`config.mk`:
```
export PLATFORM = sky130hd
export DESIGN_NAME = htld_walk
export DESIGN_NICKNAME = d
export VERILOG_FILES = /design/src/hw/rtl/htld_pkg.sv /design/src/hw/rtl/htld_walk.sv
export SDC_FILE = /design/constraint.sdc
export NUM_CORES = 1
export LEC_CHECK = 0
export ABC_AREA = 1
export CAP_MARGIN = 15
export CORE_MARGIN = 2
export CORE_UTILIZATION = 45
export CTS_CLUSTER_DIAMETER = 80
export DETAILED_ROUTE_END_ITERATION = 10
export DONT_BUFFER_PORTS = 1
export HOLD_SLACK_MARGIN = 0.02
export PLACE_DENSITY_LB_ADDON = 0.12
export SETUP_SLACK_MARGIN = 0.15
export SYNTH_ARGS = -nofsm -noshare
export SYNTH_HDL_FRONTEND = slang
export SYNTH_SLANG_ARGS = --single-unit
```
`constraint.sdc`:
```
create_clock -name clock -period 2 [get_ports clock]
set_input_delay 0.2 -clock clock [delete_from_list [all_inputs] [get_ports clock]]
set_output_delay 0.2 -clock clock [all_outputs]
set_load 0.005 [all_outputs]
```
`src/hw/rtl/htld_pkg.sv`:
```
// shared constants, codes and types for the huffman tree load and decode core
// no dependencies
`default_nettype none

package htld_pkg;

   localparam int NODE_DEPTH = 512;
   localparam int MAX_LEAVES = 256;

   localparam int NODE_IW  = $clog2(NODE_DEPTH);
   localparam int ENTRY_W  = 2 * NODE_IW + 1;
   localparam int LEAF_BIT = ENTRY_W - 1;
   localparam int STK_AW   = $clog2(MAX_LEAVES);
   localparam int LVL_W    = STK_AW + 1;
   localparam int NCNT_W   = NODE_IW + 1;
   localparam int SUM_W    = ((NCNT_W > LVL_W) ? NCNT_W : LVL_W) + 1;

   localparam int BYTE_W     = 8;
   localparam int BIT_CW     = $clog2(BYTE_W);
   localparam int COUNT_W    = 32;
   localparam int STATUS_W   = 3;
   localparam int OP_W       = 2;
   localparam int RSP_DATA_W = 16;
   localparam int RSP_PAD_W  = RSP_DATA_W - STATUS_W - BYTE_W;

   localparam logic [OP_W-1:0] OP_TREE    = 2'd0;
   localparam logic [OP_W-1:0] OP_DATA    = 2'd1;
   localparam logic [OP_W-1:0] OP_RESTART = 2'd2;
   localparam logic [OP_W-1:0] OP_NOP     = 2'd3;

   localparam logic [STATUS_W-1:0] STAT_ACCEPTED  = 3'd0;
   localparam logic [STATUS_W-1:0] STAT_TREE_DONE = 3'd1;
   localparam logic [STATUS_W-1:0] STAT_MALFORMED = 3'd2;
   localparam logic [STATUS_W-1:0] STAT_NOT_READY = 3'd3;
   localparam logic [STATUS_W-1:0] STAT_FULL      = 3'd4;

   localparam logic KIND_STATUS = 1'b0;
   localparam logic KIND_SYMBOL = 1'b1;

   localparam logic [BYTE_W-1:0] CH_ONE  = 8'h31;
   localparam logic [BYTE_W-1:0] CH_ZERO = 8'h30;
   localparam logic [BYTE_W-1:0] CH_NL   = 8'h0A;

   typedef struct packed {
      logic                kind;
      logic [STATUS_W-1:0] status;
      logic [BYTE_W-1:0]   symbol;
      logic                last;
   } rsp_type;

   typedef struct packed {
      logic    valid;
      rsp_type rsp;
   } unit_res_type;

   typedef struct packed {
      logic               en;
      logic [NODE_IW-1:0] addr;
   } node_rd_type;

   typedef struct packed {
      logic               en;
      logic [NODE_IW-1:0] addr;
      logic [ENTRY_W-1:0] data;
   } node_wr_type;

endpackage

`default_nettype wire

```
`src/hw/rtl/htld_walk.sv`:
```
// code walker: shifts a data byte out msb first, one node table read per bit
// depends on htld_pkg; node table read port is granted by the top level
`default_nettype none

module htld_walk (
   input  logic                               clock,
   input  logic                               reset,
   input  logic                               start,
   input  logic [htld_pkg::BYTE_W-1:0]        byte_in,
   input  logic                               restart,
   input  logic [htld_pkg::COUNT_W-1:0]       symbol_count,
   input  logic                               root_load,
   input  logic [htld_pkg::ENTRY_W-2:0]       root_entry,
   input  logic [htld_pkg::ENTRY_W-1:0]       node_rd_data,
   input  logic                               res_take,
   output logic                               busy,
   output htld_pkg::node_rd_type              node_rd,
   output htld_pkg::unit_res_type             res
);

   localparam logic [1:0] WS_IDLE  = 2'd0;
   localparam logic [1:0] WS_RUN   = 2'd1;
   localparam logic [1:0] WS_FLUSH = 2'd2;

   localparam int IW = htld_pkg::NODE_IW;

   logic [1:0]                          wst_ff, wst_in;
   logic [htld_pkg::BIT_CW-1:0]         cnt_ff, cnt_in;
   logic [htld_pkg::BYTE_W-1:0]         shreg_ff, shreg_in;
   logic [htld_pkg::ENTRY_W-2:0]        cur_ff, cur_in;
   logic [htld_pkg::ENTRY_W-2:0]        root_ff, root_in;
   logic [htld_pkg::COUNT_W-1:0]        left_ff, left_in;
   logic                                pend_vld_ff, pend_vld_in;
   logic [htld_pkg::BYTE_W-1:0]         pend_sym_ff, pend_sym_in;

   logic                                leaf;
   logic [htld_pkg::ENTRY_W-2:0]        next_e;
   logic                                emit_old;
   logic                                stall;
   logic                                done;

   assign leaf     = node_rd_data[htld_pkg::LEAF_BIT];
   assign next_e   = leaf ? root_ff : node_rd_data[htld_pkg::ENTRY_W-2:0];
   // a new leaf pushes the held symbol out, which needs the output slot
   assign emit_old = (wst_ff == WS_RUN) && leaf && pend_vld_ff;
   assign stall    = emit_old && !res_take;
   assign done     = (cnt_ff == htld_pkg::BIT_CW'(htld_pkg::BYTE_W - 1)) ||
                     (leaf && (left_ff == htld_pkg::COUNT_W'(1)));

   always_comb begin
      wst_in      = wst_ff;
      cnt_in      = cnt_ff;
      shreg_in    = shreg_ff;
      cur_in      = cur_ff;
      root_in     = root_ff;
      left_in     = left_ff;
      pend_vld_in = pend_vld_ff;
      pend_sym_in = pend_sym_ff;
      node_rd     = '0;

      if (restart) begin
         left_in = symbol_count;
      end
      if (root_load) begin
         cur_in  = root_entry;
         root_in = root_entry;
      end

      unique case (wst_ff)
         WS_IDLE: begin
            if (start) begin
               pend_vld_in = 1'b0;
               if (left_ff == '0) begin
                  wst_in = WS_FLUSH;
               end else begin
                  node_rd.en   = 1'b1;
                  node_rd.addr = byte_in[htld_pkg::BYTE_W-1] ? cur_ff[IW-1:0]
                                                             : cur_ff[2*IW-1:IW];
                  shreg_in     = byte_in << 1;
                  cnt_in       = '0;
                  wst_in       = WS_RUN;
               end
            end
         end
         WS_RUN: begin
            if (!stall) begin
               cur_in = next_e;
               if (leaf) begin
                  pend_vld_in = 1'b1;
                  pend_sym_in = node_rd_data[htld_pkg::BYTE_W-1:0];
                  left_in     = left_ff - htld_pkg::COUNT_W'(1);
               end
               if (done) begin
                  wst_in = WS_FLUSH;
               end else begin
                  node_rd.en   = 1'b1;
                  node_rd.addr = shreg_ff[htld_pkg::BYTE_W-1] ? next_e[IW-1:0]
                                                              : next_e[2*IW-1:IW];
                  shreg_in     = shreg_ff << 1;
                  cnt_in       = cnt_ff + htld_pkg::BIT_CW'(1);
               end
            end
         end
         WS_FLUSH: begin
            if (res_take) begin
               pend_vld_in = 1'b0;
               wst_in      = WS_IDLE;
            end
         end
         default: begin
            wst_in = WS_IDLE;
         end
      endcase
   end

   always_ff @(posedge clock) begin
      if (reset) begin
         wst_ff      <= WS_IDLE;
         left_ff     <= '0;
         pend_vld_ff <= 1'b0;
      end else begin
         wst_ff      <= wst_in;
         left_ff     <= left_in;
         pend_vld_ff <= pend_vld_in;
      end
   end

   always_ff @(posedge clock) begin
      cnt_ff      <= cnt_in;
      shreg_ff    <= shreg_in;
      cur_ff      <= cur_in;
      root_ff     <= root_in;
      pend_sym_ff <= pend_sym_in;
   end

   always_comb begin
      res.valid      = emit_old || (wst_ff == WS_FLUSH);
      res.rsp.status = htld_pkg::STAT_ACCEPTED;
      if ((wst_ff == WS_FLUSH) && !pend_vld_ff) begin
         res.rsp.kind   = htld_pkg::KIND_STATUS;
         res.rsp.symbol = '0;
      end else begin
         res.rsp.kind   = htld_pkg::KIND_SYMBOL;
         res.rsp.symbol = pend_sym_ff;
      end
      res.rsp.last = (wst_ff == WS_FLUSH);
   end

   assign busy = (wst_ff != WS_IDLE);

endmodule

`default_nettype wire

```
==> Word level (Yosys, flattened, before mapping) <==
Index checks and enable logic that the tools add are counted.
{ "word_totals": {"regBits": 90, "in_bits": 83, "wordCells": 78} }
{ "op_classes": {"addsub": 2, "eq_ne": 11, "muxes": 38, "bitwise_logic": 1, "n_reduce_logical": 18} }
{ "op_table": {"columns": ["cell", "count"], "rows": [
  ["$mux 32", 4],
  ["$mux 18", 4],
  ["$mux 10", 4],
  ["$mux 8", 5],
  ["$eq 32x1->1 const B", 1],
  ["$logic_not 32->1", 1],
  ["$sub 32x1->32 const B", 1],
  ["$pmux 10 s2", 1],
  ["$mux 9", 2],
  ["$pmux 8 s2", 1],
  ["$ne 2x2->1 const B", 7],
  ["$mux 3", 4],
  ["$mux 2", 5],
  ["$reduce_and 5->1", 2],
  ["$pmux 2 s3", 1],
  ["$pmux 3 s2", 1],
  ["$logic_and 1x1->1", 5],
  ["$mux 1", 5],
  ["$reduce_and 4->1", 1],
  ["$reduce_bool 2->1", 2],
  ["$add 3x1->3 const B", 1],
  ["$eq 3x3->1 const B", 1],
  ["$pmux 1 s3", 1],
  ["$reduce_and 3->1", 1],
  ["7 further kinds", 9]
]} }

==> Longest topological paths before layout <==
{ "logic_depth": {"depth_word": 6, "ltp_mapped": 11, "depth_no_buf": 11} }

==> Worst setup path after synthesis <==
No wires, ideal clock.
{ "synth_timing": {"path_kind": "reg2reg", "start": "register left_ff[0] (netlist name)", "end": "register cnt_ff[0] (netlist name) (enable)", "t_arrival_ns": 1.445, "required_time_ns": 1.644, "path_slack_ns": 0.200, "path_stages_with_launch": 10, "n_path_buf": 1, "period_less_slack_ns": 1.800, "cell_sequence": "dfxtp_1 > inv_1 > ha_1 > nand2_2 > nor2_4 > and2_1 > nand2_1 > nand3_2 > buf_6 > o21ai_2"} }
{ "synth_between": {"elab_chain_len": 5, "elab_cells_between_ends": 7} }
{ "synth_rtl": {"columns": ["item", "line_no", "source"], "rows": [
  ["start: declaration", "htld_walk.sv:32", "logic [htld_pkg::COUNT_W-1:0] left_ff, left_in;"],
  ["start signal: assignment", "htld_walk.sv:123", "left_ff <= left_in;"],
  ["$eq 32x1->1", "htld_walk.sv:48", "(leaf && (left_ff == htld_pkg::COUNT_W'(1)));"],
  ["$logic_and 1x1->1", "htld_walk.sv:48", null],
  ["$logic_or 1x1->1", "htld_walk.sv:47", "assign done = (cnt_ff == htld_pkg::BIT_CW'(htld_pkg::BYTE_W - 1)) ||"],
  ["$ne 2x2->1 (no source line)", null, null],
  ["$reduce_and 5->1 (no source line) *", null, null],
  ["end signal: assignment", "htld_walk.sv:129", "cnt_ff <= cnt_in;"],
  ["end: declaration", "htld_walk.sv:28", "logic [htld_pkg::BIT_CW-1:0] cnt_ff, cnt_in;"]
]} }
Mark *: on every way between the ends. The rest lies on a longest branch, timed or not.
A chain may end at the register's enable or synchronous reset.

==> out/qor.csv <==
metric,value,unit
cell type with the largest total area after synthesis,edfxtp_1,
Ports,108,
crit path time final,2.10,ns
Die ar.,0.0124,mm2
fin. max-slew vios,0,
Setup-failing EPs final,21,
Fin Setup TNS,-1.29,ns
Core Box Area,0.0113,mm2
"commonest non-fill, non-tap cell in the layout",nand2_1,
CP Capture Type,output port,
Num Clock Sinks,89,
Max Clock Skew,0.00572,ns
Synth Register Bits,89,
critical path arrival,1.90,ns
Worst Max-Slew Pin Slew,0.991,ns
Yosys cell types,35,
reg2reg end,wst_ff[0],
Yosys top cell area share,20.8,%
mapped cell area,0.00518,mm2
vias in the first global route,4699,
Starting DRT DRC Count,285,
Post-DP HPWL,9230,um
r2r setup slk,-0.09,ns
Hold Path End,cur_ff[8],
total track usage,23.1,%
fraction of layout cells with a size suffix above 1,16.7,%
FMAX,476,MHz
Most used DFF post-synth,dfxtp_1,
unrepaired setup endpoints after global routing,true,
Critical Path RT,1.80,ns
Via density,5.35,
Inst Count DP,815,
Slew HR,33.7,%
post-route cell area,0.00631,mm2
later-pin clock latency in the skew report,0.34,ns
Layout Cells excl Fill,886,
Area Growth Syn to Fin,21.8,%
final setup margin,-0.101,ns
max-cap violations,0,
Root Buffer,clkbuf_16,
Routed Antenna Nets,0,
Initial Util,45.8,%
reg2reg start,left_ff[1],
crit path max fanout,4,
"Avg Cell Area, Syn",7.47,um2
most frequent cells in the layout,"nand2_1 (163), inv_1 (86), o21ai_0 (54), dfxtp_1 (48), nor2_1 (47)",
status,"finished, violations left",
first drt pass iteration count,5,
failing checks,setup timing,
Filler cells,1078,
Hold Path Class,input port to flop,
"EDFF count, synth",36,
RePlAce Congestion,0.863,
total design power,5.32,mW
site row count,39,
worst vdd ir,530,uV
startpoint types,flop,
Overflow after GRT,0,
largest cells by area after synthesis,"edfxtp_1 (21%), dfxtp_1 (20%), nand2_1 (13%)",
r2r worst-path depth,17,
Horiz. Die Dim,111,um
Synthesis Warnings,0,
die span in y,111,um
# port buffers,0,
initial antenna violation count,1,
synthesized instance count,694,
Final nets,824,
Detailed Route WL,14200,um
hold path depth,2,
Final Hold Vio Count,0,
Hold Crit Start,root_load,
post-synthesis sequential area ratio,41.3,%
Setup WS pre-CTS,0.144,ns
CTS H-tree lvls,3,
LEAKAGE,2.86,nW
pwr dens,842,mW/mm2
total number of vias,4737,
clk buf depth,2,
placed cell area,0.00524,mm2
largest net degree at the start of global routing,41,
cts bufs inserted,9,
crit share post-route,105,%
Setup CP Type,flop to output port,
DR WL/cell,16.1,um
DRC,0,
first-pass GRT wire length,23200,um
CTS tree,done,
"Async S/R FF share, synth",0,%
Worst-path clk slew,0.07,ns
[final cells by class]
cell class              instances  area [um2]  share of cell area [%]
repair buffers                 62         623                    9.87
inverters                      92         350                    5.55
diodes                          1        2.50                  0.0396
multi-input cells             483        2740                    43.3
clock buffers                  11         233                    3.69
clock inverters                 5        41.3                   0.654
well taps                     143         179                    2.83
flip-flops and latches         89        2150                    34.0
[worst max-delay path: stages (launching register included)]
cell and delay (ns):
dfxtp_2 0.32, inv_2 0.08, ha_4 0.13, nand2_2 0.04, inv_2 0.04, nand3_2 0.05
nor2_2 0.11, nand4_1 0.21, nand2_2 0.16, buf_6 0.11, nor2_4 0.04, clkbuf_16 0.16
nand2_4 0.06, o21ai_2 0.06
[repair_timing]
item | CTS | global route
cloned | 2 | 0
hold buffers | 29 | 0
pin swaps | 12 | 12
endpoints found under the hold margin | 62 | 0
gates resized for setup | 51 | 29
setup endpoints to repair | 20 | 30
buffers inserted | 19 | 4
[per-layer routing]
layer	global-route usage, %	share of wire (%)	up-vias
met5	0	0	-
met4	8.40	2.5	0
met3	4.95	5.6	34
met2	36.9	46	147
met1	31.3	46	2196
li1	-	-	2360
[stage by stage]
step	hold slack (ns)	util, %
after global placement	0.285	46.3
after detailed placement	0.291	46.3
after global routing	0.0336	55.7
final	0.0330	55.8
after floorplan	0.299	-
after CTS	0.0204	54.6
[worst max-delay path by stage]
stage / start / to / slack (ns) / cells past startpoint
3_5_place_dp: left_ff[0] / node_rd[2] / 0.14 / 9
5_1_grt: left_ff[1] / node_rd[6] / -0.17 / 13
4_1_cts: left_ff[1] / node_rd[2] / -0.08 / 13
2_1_floorplan: left_ff[0] / cnt_ff[0] / 0.20 / 9
6_report: left_ff[1] / node_rd[6] / -0.10 / 13
3_3_place_gp: left_ff[1] / node_rd[2] / 0.18 / 12
[flip-flops by register name (all words and copies together), names as in the netlist]
| register | cells |
|---|---|
| root_ff | 18 |
| cur_ff | 18 |
| cnt_ff | 3 |
| left_ff | 32 |
| pend_sym_ff | 8 |
| pend_vld_ff | 1 |
| shreg_ff | 7 |
| wst_ff | 2 |
[cells by family after synthesis]
family | Yosys count | share of synthesized area, %
xor+xnor | 8 | 1.35
buf+inv | 124 | 10.3
mux | 32 | 6.18
fa+ha+maj | 4 | 0.965
simple gates | 297 | 24.5
compound gates | 139 | 15.4
flops | 89 | 41.3
other cells | 1 | 0.0723
[cell usage after synthesis, types with 4 or more instances]
| cell type | count |
|---|---|
| clkbuf_1 | 15 |
| nand3b_1 | 6 |
| o211ai_1 | 18 |
| inv_1 | 89 |
| o21ai_0 | 54 |
| a21oi_1 | 30 |
| nand3_1 | 26 |
| nand2_1 | 180 |
| nor2_4 | 4 |
| buf_4 | 4 |
| mux2i_1 | 32 |
| ha_1 | 4 |
| nor2_2 | 5 |
| xor2_1 | 8 |
| buf_2 | 6 |
| edfxtp_1 | 36 |
| buf_6 | 6 |
| nor2_1 | 62 |
| o21ai_1 | 14 |
| o21ai_2 | 9 |
| a31oi_1 | 11 |
| dfxtp_1 | 53 |
[power by group]
group | internal (mW) | leakage, nW | switching (mW) | total (mW)
Clock | 0.853 | 0.126 | 0.745 | 1.60
Sequential | 2.15 | 0.793 | 0.155 | 2.30
Combinational | 0.574 | 1.94 | 0.843 | 1.42
(Power assumes the default switching activity.)
